`src/rtl/bdlp_pkg.sv`:
```
// Shared types and constants for the button debounce and long-press block.
package bdlp_pkg;

    localparam int COUNT_BITS_DEF = 16;
    localparam int CFG_W          = 16;
    localparam int CFG_IDX_W      = 2;

    localparam logic [CFG_IDX_W-1:0] CFG_LOCKOUT = 2'd0;
    localparam logic [CFG_IDX_W-1:0] CFG_SETTLE  = 2'd1;
    localparam logic [CFG_IDX_W-1:0] CFG_LONG    = 2'd2;

    localparam logic [CFG_W-1:0] LOCKOUT_RST = 16'd200;
    localparam logic [CFG_W-1:0] SETTLE_RST  = 16'd30;
    localparam logic [CFG_W-1:0] LONG_RST    = 16'd700;

    localparam int DIR_N = 4;

    typedef struct packed {
        logic up_level;
        logic down_level;
        logic left_level;
        logic right_level;
        logic select_level;
    } t_in;

    typedef struct packed {
        logic up_event;
        logic down_event;
        logic left_event;
        logic right_event;
        logic select_short_event;
        logic select_long_event;
    } t_out;

    typedef struct packed {
        logic short_ev;
        logic long_ev;
    } t_sel_ev;

endpackage

```
`src/rtl/button_debounce_long_press_core.sv`:
```
// Five-button front end: one beat in is one timer tick with the raw active-low
// levels; one beat out follows with the press events of that tick. The block
// takes a beat every cycle while not stalled; the output register holds its
// result from the next cycle, and lets the next tick enter while a result
// waits, so input stall rises only when that result is held and the output
// side stalls. Up, down, left and right report a press on a falling edge and
// then ignore edges for lockout_ticks ticks. Select is confirmed after
// settle_ticks quiet ticks, reports a long press after long_press_ticks of
// confirmed hold, and a short press on a confirmed release otherwise.
// Register values above the counter range saturate to the largest count.
module button_debounce_long_press_core #(
    parameter int COUNT_BITS = bdlp_pkg::COUNT_BITS_DEF
) (
    input  logic                                i_clk,
    input  logic                                i_rst_n,
    input  logic                                i_in_valid,
    output logic                                o_in_stall,
    input  bdlp_pkg::t_in                       i_in_data,
    output logic                                o_out_valid,
    input  logic                                i_out_stall,
    output bdlp_pkg::t_out                      o_out_data,
    input  logic                                i_cfg_we,
    input  logic [bdlp_pkg::CFG_IDX_W-1:0]      i_cfg_index,
    input  logic [bdlp_pkg::CFG_W-1:0]          i_cfg_data
);

    localparam int CW = bdlp_pkg::CFG_W;

    logic [CW-1:0]         r_lockout, r_settle, r_long;
    logic [COUNT_BITS-1:0] lockout_lim, settle_lim, long_lim;
    logic [4:0]            r_prev;
    logic [4:0]            levels;
    logic [3:0]            dir_ev;
    bdlp_pkg::t_sel_ev     sel_ev;
    logic                  r_out_valid;
    bdlp_pkg::t_out        r_out_data;
    bdlp_pkg::t_out        n_out_data;
    logic                  in_acc;

    always_ff @(posedge i_clk) begin
        if (!i_rst_n) begin
            r_lockout <= bdlp_pkg::LOCKOUT_RST;
            r_settle  <= bdlp_pkg::SETTLE_RST;
            r_long    <= bdlp_pkg::LONG_RST;
        end else if (i_cfg_we) begin
            unique case (i_cfg_index)
                bdlp_pkg::CFG_LOCKOUT: r_lockout <= i_cfg_data;
                bdlp_pkg::CFG_SETTLE:  r_settle  <= i_cfg_data;
                bdlp_pkg::CFG_LONG:    r_long    <= i_cfg_data;
                default: ;
            endcase
        end
    end

    // clamp register values into the counter range
    generate
        if (COUNT_BITS >= CW) begin : g_wide
            assign lockout_lim = COUNT_BITS'(r_lockout);
            assign settle_lim  = COUNT_BITS'(r_settle);
            assign long_lim    = COUNT_BITS'(r_long);
        end else begin : g_narrow
            assign lockout_lim = (|r_lockout[CW-1:COUNT_BITS]) ? '1
                                                               : r_lockout[COUNT_BITS-1:0];
            assign settle_lim  = (|r_settle[CW-1:COUNT_BITS]) ? '1
                                                              : r_settle[COUNT_BITS-1:0];
            assign long_lim    = (|r_long[CW-1:COUNT_BITS]) ? '1
                                                            : r_long[COUNT_BITS-1:0];
        end
    endgenerate

    assign o_in_stall = r_out_valid && i_out_stall;
    assign in_acc     = i_in_valid && !o_in_stall;

    assign levels = {i_in_data.select_level, i_in_data.right_level,
                     i_in_data.left_level, i_in_data.down_level, i_in_data.up_level};

    genvar g;
    generate
        for (g = 0; g < bdlp_pkg::DIR_N; g++) begin : g_dir
            bdlp_lane #(
                .COUNT_BITS(COUNT_BITS)
            ) u_lane (
                .i_clk    (i_clk),
                .i_rst_n  (i_rst_n),
                .i_adv    (in_acc),
                .i_prev   (r_prev[g]),
                .i_now    (levels[g]),
                .i_reload (lockout_lim),
                .o_event  (dir_ev[g])
            );
        end
    endgenerate

    bdlp_select #(
        .COUNT_BITS(COUNT_BITS)
    ) u_select (
        .i_clk       (i_clk),
        .i_rst_n     (i_rst_n),
        .i_adv       (in_acc),
        .i_prev      (r_prev[4]),
        .i_now       (levels[4]),
        .i_settle_ld (settle_lim),
        .i_long_ld   (long_lim),
        .o_ev        (sel_ev)
    );

    always_comb begin
        n_out_data.up_event           = dir_ev[0];
        n_out_data.down_event         = dir_ev[1];
        n_out_data.left_event         = dir_ev[2];
        n_out_data.right_event        = dir_ev[3];
        n_out_data.select_short_event = sel_ev.short_ev;
        n_out_data.select_long_event  = sel_ev.long_ev;
    end

    always_ff @(posedge i_clk) begin
        if (!i_rst_n) begin
            r_prev      <= '1;
            r_out_valid <= 1'b0;
        end else begin
            if (in_acc) begin
                r_prev      <= levels;
                r_out_valid <= 1'b1;
            end else if (!i_out_stall) begin
                r_out_valid <= 1'b0;
            end
        end
    end

    // payload: load on every accepted tick, hold otherwise
    always_ff @(posedge i_clk) begin
        if (in_acc) begin
            r_out_data <= n_out_data;
        end
    end

    assign o_out_valid = r_out_valid;
    assign o_out_data  = r_out_data;

endmodule

```
`src/rtl/bdlp_lane.sv`:
```
// One direction button: falling-edge press report with lockout count.
module bdlp_lane #(
    parameter int COUNT_BITS = bdlp_pkg::COUNT_BITS_DEF
) (
    input  logic                  i_clk,
    input  logic                  i_rst_n,
    input  logic                  i_adv,
    input  logic                  i_prev,
    input  logic                  i_now,
    input  logic [COUNT_BITS-1:0] i_reload,
    output logic                  o_event
);

    logic [COUNT_BITS-1:0] r_cnt;
    logic [COUNT_BITS-1:0] n_cnt;
    logic [COUNT_BITS-1:0] dec_cnt;

    always_comb begin
        dec_cnt = (r_cnt != '0) ? r_cnt - COUNT_BITS'(1) : r_cnt;
        o_event = i_prev && !i_now && (dec_cnt == '0);
        n_cnt   = o_event ? i_reload : dec_cnt;
    end

    always_ff @(posedge i_clk) begin
        if (!i_rst_n) begin
            r_cnt <= '0;
        end else if (i_adv) begin
            r_cnt <= n_cnt;
        end
    end

endmodule

```
`src/rtl/bdlp_select.sv`:
```
// Select button: settle debounce, confirmed state and long-press timing.
module bdlp_select #(
    parameter int COUNT_BITS = bdlp_pkg::COUNT_BITS_DEF
) (
    input  logic                  i_clk,
    input  logic                  i_rst_n,
    input  logic                  i_adv,
    input  logic                  i_prev,
    input  logic                  i_now,
    input  logic [COUNT_BITS-1:0] i_settle_ld,
    input  logic [COUNT_BITS-1:0] i_long_ld,
    output bdlp_pkg::t_sel_ev     o_ev
);

    logic [COUNT_BITS-1:0] r_settle_cnt, n_settle_cnt;
    logic                  r_settle_armed, n_settle_armed;
    logic                  r_confirmed, n_confirmed;
    logic [COUNT_BITS-1:0] r_long_cnt, n_long_cnt;
    logic                  r_long_armed, n_long_armed;
    logic                  r_long_rep, n_long_rep;
    logic                  long_loaded;
    logic                  pressed;

    always_comb begin
        n_settle_cnt   = r_settle_cnt;
        n_settle_armed = r_settle_armed;
        n_confirmed    = r_confirmed;
        n_long_cnt     = r_long_cnt;
        n_long_armed   = r_long_armed;
        n_long_rep     = r_long_rep;
        long_loaded    = 1'b0;
        pressed        = !i_now;
        o_ev           = '0;

        if (i_now != i_prev) begin
            // restart settle on any edge
            n_settle_cnt   = i_settle_ld;
            n_settle_armed = 1'b1;
        end else if (r_settle_armed) begin
            if (r_settle_cnt != '0) begin
                n_settle_cnt = r_settle_cnt - COUNT_BITS'(1);
            end
            if (n_settle_cnt == '0) begin
                n_settle_armed = 1'b0;
                if (pressed != r_confirmed) begin
                    n_confirmed = pressed;
                    if (pressed) begin
                        n_long_rep   = 1'b0;
                        n_long_cnt   = i_long_ld;
                        n_long_armed = 1'b1;
                        long_loaded  = 1'b1;
                    end else begin
                        n_long_armed = 1'b0;
                        n_long_cnt   = '0;
                        o_ev.short_ev = !r_long_rep;
                    end
                end
            end
        end

        // long count sees the settle outcome of this tick
        if (n_long_armed && !long_loaded) begin
            if (n_long_cnt != '0) begin
                n_long_cnt = n_long_cnt - COUNT_BITS'(1);
            end
            if (n_long_cnt == '0) begin
                n_long_armed = 1'b0;
                if (n_confirmed && !i_now) begin
                    n_long_rep   = 1'b1;
                    o_ev.long_ev = 1'b1;
                end
            end
        end
    end

    always_ff @(posedge i_clk) begin
        if (!i_rst_n) begin
            r_settle_cnt   <= '0;
            r_settle_armed <= 1'b0;
            r_confirmed    <= 1'b0;
            r_long_cnt     <= '0;
            r_long_armed   <= 1'b0;
            r_long_rep     <= 1'b0;
        end else if (i_adv) begin
            r_settle_cnt   <= n_settle_cnt;
            r_settle_armed <= n_settle_armed;
            r_confirmed    <= n_confirmed;
            r_long_cnt     <= n_long_cnt;
            r_long_armed   <= n_long_armed;
            r_long_rep     <= n_long_rep;
        end
    end

endmodule

```
`config.mk`:
```
export PLATFORM = sky130hd
export DESIGN_NAME = button_debounce_long_press_core
export DESIGN_NICKNAME = d
export VERILOG_FILES = /design/src/rtl/bdlp_pkg.sv /design/src/rtl/button_debounce_long_press_core.sv /design/src/rtl/bdlp_lane.sv /design/src/rtl/bdlp_select.sv
export SDC_FILE = /design/constraint.sdc
export NUM_CORES = 1
export LEC_CHECK = 0
export BUFFER_PORTS_ARGS = -buffer_cell sky130_fd_sc_hd__clkbuf_2
export CAP_MARGIN = 10
export CORE_MARGIN = 4
export CORE_UTILIZATION = 45
export DETAILED_ROUTE_END_ITERATION = 12
export SLEW_MARGIN = 20
export SYNTH_ARGS = -nofsm -noshare
export SYNTH_HDL_FRONTEND = slang
export SYNTH_HIERARCHICAL = 1
export SYNTH_SLANG_ARGS = --single-unit
```
`constraint.sdc`:
```
create_clock -name i_clk -period 5.1 [get_ports i_clk]
set_input_delay 0.51 -clock i_clk [delete_from_list [all_inputs] [get_ports i_clk]]
set_output_delay 0.51 -clock i_clk [all_outputs]
set_load 0.01 [all_outputs]
```
Yosys cells after proc, flatten, opt, wreduce, memory -nomap -nowiden:

Index checks and enable logic that the tools add are counted.

* input port bits: 28
* word-level logic and storage cells: 126
* bits in registers: 160

* bitwise logic cells: 4
* $add $sub $neg: 6
* muxes and demuxes: 50
* equal/unequal tests: 5
* reduce and logical (&&, ||, !) cells: 40

Operators by type and width (number)
* 16-bit two-way mux: 21
* 16-bit logical NOT: 6
* 16-bit nonzero test: 6
* 16-bit by 1-bit subtractor with 16-bit output (second input constant): 6
* 1-bit two-way mux: 29
* 1-bit logical AND: 12
* 2-bit AND reduction: 5
* 1-bit logical NOT: 8
* 5-bit OR reduction: 1
* 1-bit inverter: 4
* 2-bit by 1-bit == test with 1-bit output (second input constant): 1
* 2-bit == test (second input constant): 1
* 2-bit logical NOT: 1
* 1-bit inequality test: 2
* 2-bit by 1-bit inequality test with 1-bit output (second input constant): 1
* 2-bit nonzero test: 1

Depth between registers and ports, before layout:

Gate-level depths: netlist of the first run.

* depth in word-level cells: 14
* mapped depth: 20
* mapped depth without buffers: 16

By module:

The synthesis of the first run kept the hierarchy.

Modules (own cells, without submodules)
* bdlp_lane: seq. area each 320.3 um2, cells an instance 169, area an instance 1285.0 um2, times used 4
* bdlp_select: seq. area each 720.7 um2, cells an instance 456, area an instance 3403.3 um2, times used 1
* button_debounce_long_press_core: seq. area each 1261.2 um2, cells an instance 217, area an instance 2331.0 um2, times used 1

Least setup slack after synthesis of the first run:

Ideal clock, no wire load.

* path type: reg-to-reg
* start: register u_select.r_settle_cnt[0]
* end: register r_out_data, in the netlist o_out_data[0] (data pin)
* arrival: 4616 ps
* clock period less this slack: 4786 ps
* stages on the path, launching flop included: 19
* path slack: 314 ps
* path through: dfxtp_1 inv_1 ha_1 or4b_1 or4_4 buf_6 mux2_4 a211o_1 or3_1 buf_6 buf_6 a22oi_1 ha_1 o221a_4 nand4_2 o21bai_1 a211oi_2 nand3_1 nor4_2

* cells in the longest elaborated chain, start to end: 13
* elaborated cells between the ends (all ways): 28
* those cells by class: add/sub: 2; mux: 18; reduce/logical: 8

RTL lines
* start, declared: line bdlp_select.sv:15 `logic [COUNT_BITS-1:0] r_settle_cnt, n_settle_cnt;`
* start signal, assigned: line bdlp_select.sv:85 `r_settle_cnt <= n_settle_cnt;`
* 16-bit by 1-bit subtractor with 16-bit output / 16-bit nonzero test (equally long branches): line bdlp_select.sv:41, bdlp_select.sv:40
* 16-bit two-way mux (*): line bdlp_select.sv:40 `if (r_settle_cnt != '0) begin`
* 16-bit two-way mux (*): line bdlp_select.sv:39 `end else if (r_settle_armed) begin`
* 16-bit two-way mux (*): line bdlp_select.sv:35 `if (i_now != i_prev) begin`
* 16-bit logical NOT (*): line bdlp_select.sv:43 `if (n_settle_cnt == '0) begin`
* 16-bit two-way mux: line bdlp_select.sv:43
* 16-bit two-way mux: line bdlp_select.sv:39
* 16-bit two-way mux: line bdlp_select.sv:35
* 16-bit by 1-bit subtractor with 16-bit output / 16-bit nonzero test (equally long branches): line bdlp_select.sv:64, bdlp_select.sv:63
* 16-bit two-way mux: line bdlp_select.sv:63 `if (n_long_cnt != '0) begin`
* 16-bit two-way mux: line bdlp_select.sv:62 `if (n_long_armed && !long_loaded) begin`
* 16-bit logical NOT: line bdlp_select.sv:66 `if (n_long_cnt == '0) begin`
* 2-bit AND reduction (no line)
* end signal, assigned: line button_debounce_long_press_core.sv:133 `r_out_data <= n_out_data;`
* end, declared: line button_debounce_long_press_core.sv:36 `bdlp_pkg::t_out r_out_data;`

Every way passes the cells marked *; elsewhere a longest branch is shown, timed or not. The select of a mux whose other input is x is not followed.
A chain may end at the register's enable or synchronous reset.

Worst setup path in the final report of the first run:

Ends and elaborated chain as after synthesis.

==> metrics.md, run 1 <==
| Metric | Value |
|---|---|
| WL final | `31,600 um` |
| Critical Path AT | `5.14 ns` |
| Detailed placement HPWL | `22,100 um` |
| Worst Hold Path Cells | `2` |
| Share of layout cells above drive strength 1 | `13.1%` |
| Final hold vios | `0` |
| Row count | `56` |
| Worst-Margin Slew | `1.04 ns` |
| Area grow syn2layout | `7.74%` |
| Seq cells post-synth | `160` |
| Synth top area share | `28.4%` |
| RSZ-0062 raised after global routing | `false` |
| CP Launch Type | `flip-flop` |
| Relative slew slack | `30.3%` |
| Largest net degree at the start of global routing | `169` |
| Reg2reg start | `u_select/r_settle_cnt[0]` |
| Sequential share of the synthesized area | `30.0%` |
| Yosys warns | `6` |
| Tot GR Track Use | `23.5%` |
| Worst skew pair latency | `0.43 ns` |
| # H-tree levels | `4` |
| Min-delay src | `i_in_valid` |
| Total power | `7.51 mW` |
| Core area | `0.0236 mm^2` |
| Final Instance Count excl. Fillers | `1,665` |
| P_leak | `4.23 nW` |
| Total global routing overflow | `0` |
| Commonest non-fill, non-tap cell in the layout | `dfxtp_1` |
| Fin crit share | `95.7%` |
| Worst path top cell family by delay | `simple AND/OR/NAND/NOR gates` |
| Postcts setup bufs | `0` |
| Max-Cap Viols | `0` |
| FMAX | `205 MHz` |
| Final Setup Violations | `0` |
| Setup CP Type | `flip-flop to flip-flop` |
| Distinct cells, synth | `87` |
| Mapped Area | `0.0109 mm^2` |
| Detail-routed via count per cell | `6.10` |
| Post-synth EDFFs | `6` |
| Synthesized instance count | `1,349` |
| Clock-pin slew on the worst setup and hold paths | `0.07 ns` |
| Clock sink total | `160` |
| Die W | `163 um` |
| Worst Clk Skew | `0.0110 ns` |
| Worst Path Required | `5.36 ns` |
| R2R depth | `15` |
| Combinational power share | `58.3%` |
| Pwr dens | `641 mW/mm^2` |
| Cells after DPL | `1,634` |
| Vias in the first global route | `9,460` |
| First-pass GRT wire length | `50,600 um` |
| Post-cts resize count | `0` |
| Crit-path max FO | `10` |
| Clock Root Buffer | `clkbuf_16` |
| Antenna viol nets, final | `0` |
| Period minus WS final | `4.88 ns` |
| Critical path's slowest cell | `or4_4` |
| Peak supply drop | `0.000270 V` |
| Final net count | `1,371` |
| Worst Path Buf+Inv | `1` |
| Antenna cells | `0` |
| Worst Setup End Kind | `flip-flop` |
| I/O pin count | `36` |
| Most frequent cells in the layout | `dfxtp_1, nand2_1, nor2_1` |
| TNS Setup | `0 ns` |
| Synth area leader | `dfxtp_1` |
| Mean routed wirelength per cell | `19.0 um` |
| Largest stage delay on the critical path | `0.59 ns` |
| Area after DPL | `0.0112 mm^2` |
| TritonCTS buffer count | `17` |
| DR iter-0 viols | `951` |
| Final Core Density | `49.6%` |
| R2R setup slack | `0.22 ns` |
| Worst Hold Class | `input port to flip-flop` |
| Syn_nets | `1,386` |
| Bufs on Longest Clock Path | `2` |
| Max-slew violation count | `0` |
| Synth top area cells | `dfxtp_1, mux2i_1, nand2_1, nor3_1, a21oi_1` |
| Drc violations | `0` |
| Async set or reset register ratio after synthesis | `0%` |
| Sequential share of power | `25.9%` |
| Initial Util | `46.1%` |
| Initial antenna violation count | `0` |
| Die height | `163 um` |
| Switching Fraction | `48.4%` |
| Pre-antenna DRT Iters | `5` |
| Gpl congestion | `0.948` |
| Clock share of power | `15.8%` |
| Hold EP | `o_out_valid` |
| Crit-path cells | `inv_1, ha_1, or4b_1, or4_4, mux2_4, a211o_1, or3_1, a22oi_2, ha_2, o221a_4, nand4_2, o21bai_1, a211oi_2, nand3_1, nor4_2` |
| CTS Hold Bufs | `0` |
| Run status | `complete, no violations` |
| Net Sw Power | `3.63 mW` |
| Final non-filler cell area | `0.0117 mm^2` |
| Number of port buffers | `35` |
| Average size of a mapped cell | `8.06 um^2` |
| Vias | `10,200` |
| Die area | `0.0267 mm^2` |
| Primary FF master, synth | `dfxtp_1` |
| Worst reg2reg path endpoint | `o_out_data[0]` |
| P_int | `3.87 mW` |
| CTS tree | `yes` |
## worst max path at each step
stage / depth (start not counted) / slack [ns] / to / startpoint
final: 15 / 0.22 / o_out_data[0] / u_select/r_settle_cnt[0]
after global routing: 15 / 0.003 / o_out_data[0] / u_select/r_settle_cnt[0]
after CTS: 15 / 0.05 / o_out_data[0] / u_select/r_settle_cnt[0]
after detailed placement: 15 / 0.07 / o_out_data[0] / u_select/r_settle_cnt[0]
after global placement: 15 / 0.16 / o_out_data[0] / u_select/r_settle_cnt[0]
after floorplan: 18 / 0.31 / o_out_data[0] / u_select/r_settle_cnt[0]
## power groups by stage
stage / logic (mW) / clock network, mW / registers [mW]
floorplan: 3.84 / 0 / 1.70
global placement: 4.29 / 0 / 1.95
detailed placement: 4.31 / 0 / 1.95
CTS: 4.34 / 1.21 / 1.93
global route: 4.83 / 1.27 / 2.00
finish: 4.38 / 1.18 / 1.94
## Yosys cell counts, drive strengths merged (7+ instances only)
cell type    n
a22oi       13
and4         7
nand2b      17
mux2i       65
inv         35
xnor2       22
nand3b      17
a21oi       80
nor3b        9
nor3        94
buf         37
a21boi       8
a31oi       19
o22ai       12
mux2         8
clkbuf      58
o211ai      14
and2        10
nor4        74
o31ai       14
o21ai       65
or3         14
nand4       22
o21bai       7
a22o         8
and3        13
ha           9
a211oi      25
nand2      134
nor2        92
or4         23
nand3       63
nor2b       28
or2         11
dfxtp      154
## state kept, by name, indices dropped and copies added, names as in the netlist
name and count:
lockout_lim 16, u_select/r_confirmed 1, long_lim 16, u_select/r_long_armed 1, g_dir.u_lane/r_cnt 64, r_prev 5
u_select/r_long_cnt 16, u_select/r_settle_cnt 16, u_select/r_long_rep 1, o_out_valid 1, u_select/r_settle_armed 1, r_settle 16
o_out_data 6
## cell families (layout without fill, tap and decap cells)
group / count (synthesis) / count (layout) / share of synthesized area, %
fa+ha+maj: 9 / 9 / 1.04
flops: 160 / 160 / 30.0
buf+inv: 130 / 127 / 5.88
xor+xnor: 26 / 26 / 2.09
compound gates: 308 / 308 / 19.0
mux: 73 / 73 / 6.98
simple gates: 643 / 643 / 35.0
## stage by stage
step	setup WS, ns	hold slack [ns]
finish	0.217	0.311
global route	0.00299	0.309
CTS	0.0493	0.298
detailed placement	0.0746	0.450
global placement	0.157	0.443
floorplan	0.314	0.435
## area by class of cell
type,instances,area (um^2)
Fill cell,2309,11900
Clock buffer,22,464
Clock inverter,9,58.8
Inverter,35,131
Timing Repair Buffer,61,385
Multi-Input combinational cell,1059,7010
Tap cell,319,399
Sequential cell,160,3260
## metal layers
layer  vias to the layer above  global-route usage (%)  routed length [um]
li1                       5012                       -                   -
met1                      4794                    32.2               14600
met2                       303                    38.5               14600
met3                        43                    3.63                1690
met4                         0                    6.90                 713
met5                         -                       0                   0
Power figures use the tool's default switching activity.
==> run 2, diff against run 1 <==
- PLACE_DENSITY_LB_ADDON: unset -> 0.3
- TNS_END_PERCENT: unset -> 20
==> metrics.md, run 2 (synthesis results as in run 1) <==
| Metric | Value |
|---|---|
| Total global routing overflow | `0 (unchanged)` |
| Fillers | `2,322 (+0.56%)` |
| Max-slew violation count | `0 (unchanged)` |
| Largest net degree at the start of global routing | `114 (-33%)` |
| Commonest non-fill, non-tap cell in the layout | `dfxtp_1` |
| Worst skew pair latency | `0.43 ns (about the same)` |
| Initial antenna violation count | `0 (unchanged)` |
| Bufs on Longest Clock Path | `2 (unchanged)` |
| Mean routed wirelength per cell | `18.5 um (-2.6%)` |
| TritonCTS buffer count | `17 (unchanged)` |
| Worst Setup End Kind | `flip-flop` |
| Relative slew slack | `33.9% (+3.6 points)` |
| Drc violations | `0 (unchanged)` |
| Pre-antenna DRT Iters | `5 (unchanged)` |
| Share of layout cells above drive strength 1 | `13.2% (+0.094 points)` |
| DR iter-0 viols | `967 (+1.7%)` |
| Largest stage delay on the critical path | `0.53 ns (-0.06 ns)` |
| Pwr dens | `647 mW/mm^2 (+1.0%)` |
| Worst Clk Skew | `0.0107 ns (-0.000290 ns)` |
| Clock Root Buffer | `clkbuf_16` |
| Critical path's slowest cell | `or4_4` |
| Peak supply drop | `0.000302 V (+12%)` |
| Number of port buffers | `35 (unchanged)` |
| Clock sink total | `160 (unchanged)` |
| RSZ-0062 raised after global routing | `false` |
| Worst path top cell family by delay | `simple AND/OR/NAND/NOR gates` |
| Core area | `0.0236 mm^2 (unchanged)` |
| Largest Register | `g_dir.u_lane/r_cnt` |
| WL final | `30,800 um (-2.7%)` |
| Worst-Margin Slew | `0.991 ns (-0.0449 ns)` |
| Fin crit share | `95.8% (about the same)` |
| Worst Hold Class | `input port to flip-flop` |
| Max-Cap Viols | `0 (unchanged)` |
| P_leak | `4.24 nW (+0.35%)` |
| Setup CP Type | `flip-flop to flip-flop` |
| Area after DPL | `0.0111 mm^2 (-0.20%)` |
| Area grow syn2layout | `8.03%` |
| Row count | `56 (unchanged)` |
| Crit-path max FO | `6 (-4)` |
| Vias in the first global route | `9,490 (+0.32%)` |
| # H-tree levels | `4 (unchanged)` |
| Max FFs per register | `64 (unchanged)` |
| Vias | `10,300 (+1.1%)` |
| Final non-filler cell area | `0.0117 mm^2 (+0.27%)` |
| Clock-pin slew on the worst setup and hold paths | `0.07 ns (about the same)` |
| I/O pin count | `36 (unchanged)` |
| Worst Path Buf+Inv | `1 (unchanged)` |
| Critical Path AT | `5.14 ns (about the same)` |
| Crit-path cells | `inv_1, ha_1, or4b_1, or4_4, mux2_4, a211o_1, or3_1, a22oi_2, ha_2, o221a_4, nand4_2, o21bai_1, a211oi_2, nand3_1, nor4_2` |
| CTS Hold Bufs | `0 (unchanged)` |
| CP Launch Type | `flip-flop` |
| CTS tree | `yes` |
| Antenna cells | `0 (unchanged)` |
| Antenna viol nets, final | `0 (unchanged)` |
| Final hold vios | `0 (unchanged)` |
| Gpl congestion | `0.956 (+0.89%)` |
| Run status | `complete, no violations` |
| FMAX | `205 MHz (about the same)` |
| First-pass GRT wire length | `49,800 um (-1.7%)` |
| Initial Util | `46.1% (unchanged)` |
| Period minus WS final | `4.88 ns (+0.00191 ns)` |
| Final net count | `1,368 (-0.22%)` |
| Most frequent cells in the layout | `dfxtp_1, nand2_1, nor2_1` |
| Tot GR Track Use | `22.8% (-0.75 points)` |
| Die height | `163 um (unchanged)` |
| TNS Setup | `0 ns (unchanged)` |
| Detail-routed via count per cell | `6.17 (+1.2%)` |
| Worst Path Required | `5.36 ns (about the same)` |
| Die area | `0.0267 mm^2 (unchanged)` |
| Final Setup Violations | `0 (unchanged)` |
| Detailed placement HPWL | `21,600 um (-2.4%)` |
| Die W | `163 um (unchanged)` |
run 2: cell count changes in the layout (fill, tap and decap cells not counted), sizes merged:
| cell | change |
|---|---|
| inv | +6 |
| buf | -3 |
| clkbuf | -3 |
| clkinv | -3 |
| bufinv | +1 |
run 2: layer usage:
metal | share of wire, % | routed length (um) | GRT usage, % | vias up
li1 | - | - | - | 4998
met1 | 45 | 13800 | 31.0 | 4815
met2 | 45 | 14000 | 36.0 | 383
met3 | 6.7 | 2070 | 3.89 | 65
met4 | 3.0 | 922 | 8.96 | 0
met5 | 0 | 0 | 0 | -
run 2: through the flow:
stage          hold WS, ns  cells  setup WS [ns]  total power, mW  util, %
2_1_floorplan        0.435   1349          0.314             5.54        -
3_3_place_gp         0.443   1631          0.295             6.18     47.2
3_5_place_dp         0.450   1631          0.120             6.25     47.2
4_1_cts              0.298   1663         0.0891             7.55     49.6
5_1_grt              0.316   1663       0.000169             8.14     49.8
6_report             0.314   1663          0.215             7.60     49.8
run 2: cell type report:
cell class,count,area [um^2],share of cell area (%)
Timing Repair Buffer,58,363,3.09
Sequential cell,160,3260,27.8
Clock inverter,13,123,1.04
Clock buffer,19,454,3.87
Multi-Input combinational cell,1059,7010,59.7
Inverter,35,131,1.12
Tap cell,319,399,3.40
run 2: report_power, final:
group | switching [mW] | internal (mW) | leakage, nW
clock | 0.564 | 0.710 | 0.282
combinational | 2.66 | 1.72 | 2.64
sequential | 0.443 | 1.51 | 1.32
run 2: worst register-to-register path, cell delays in order, from the launching register on:
cell and delay (ns):
dfxtp_1 0.34, inv_1 0.12, ha_1 0.18, or4b_1 0.51, or4_4 0.53, mux2_4 0.31, a211o_1 0.29, or3_1 0.47
a22oi_2 0.32, ha_2 0.31, o221a_4 0.21, nand4_2 0.16, o21bai_1 0.23, a211oi_2 0.31, nand3_1 0.15, nor4_2 0.29
run 2: final timing paths:
path                                          startpoint             to  slack [ns]  cells after the start
worst min register to register               r_settle[5]    r_settle[5]        0.46                      2
worst min-delay path                          i_in_valid    o_out_valid        0.31                      2
worst max-delay path            u_select/r_settle_cnt[0]  o_out_data[0]        0.22                     15
worst max register to register  u_select/r_settle_cnt[0]  o_out_data[0]        0.22                     15
run 2: what timing repair did:
item,4_1_cts,5_1_grt
setup buffers,0,0
gates resized for setup,0,5
endpoints found under the setup margin,0,2
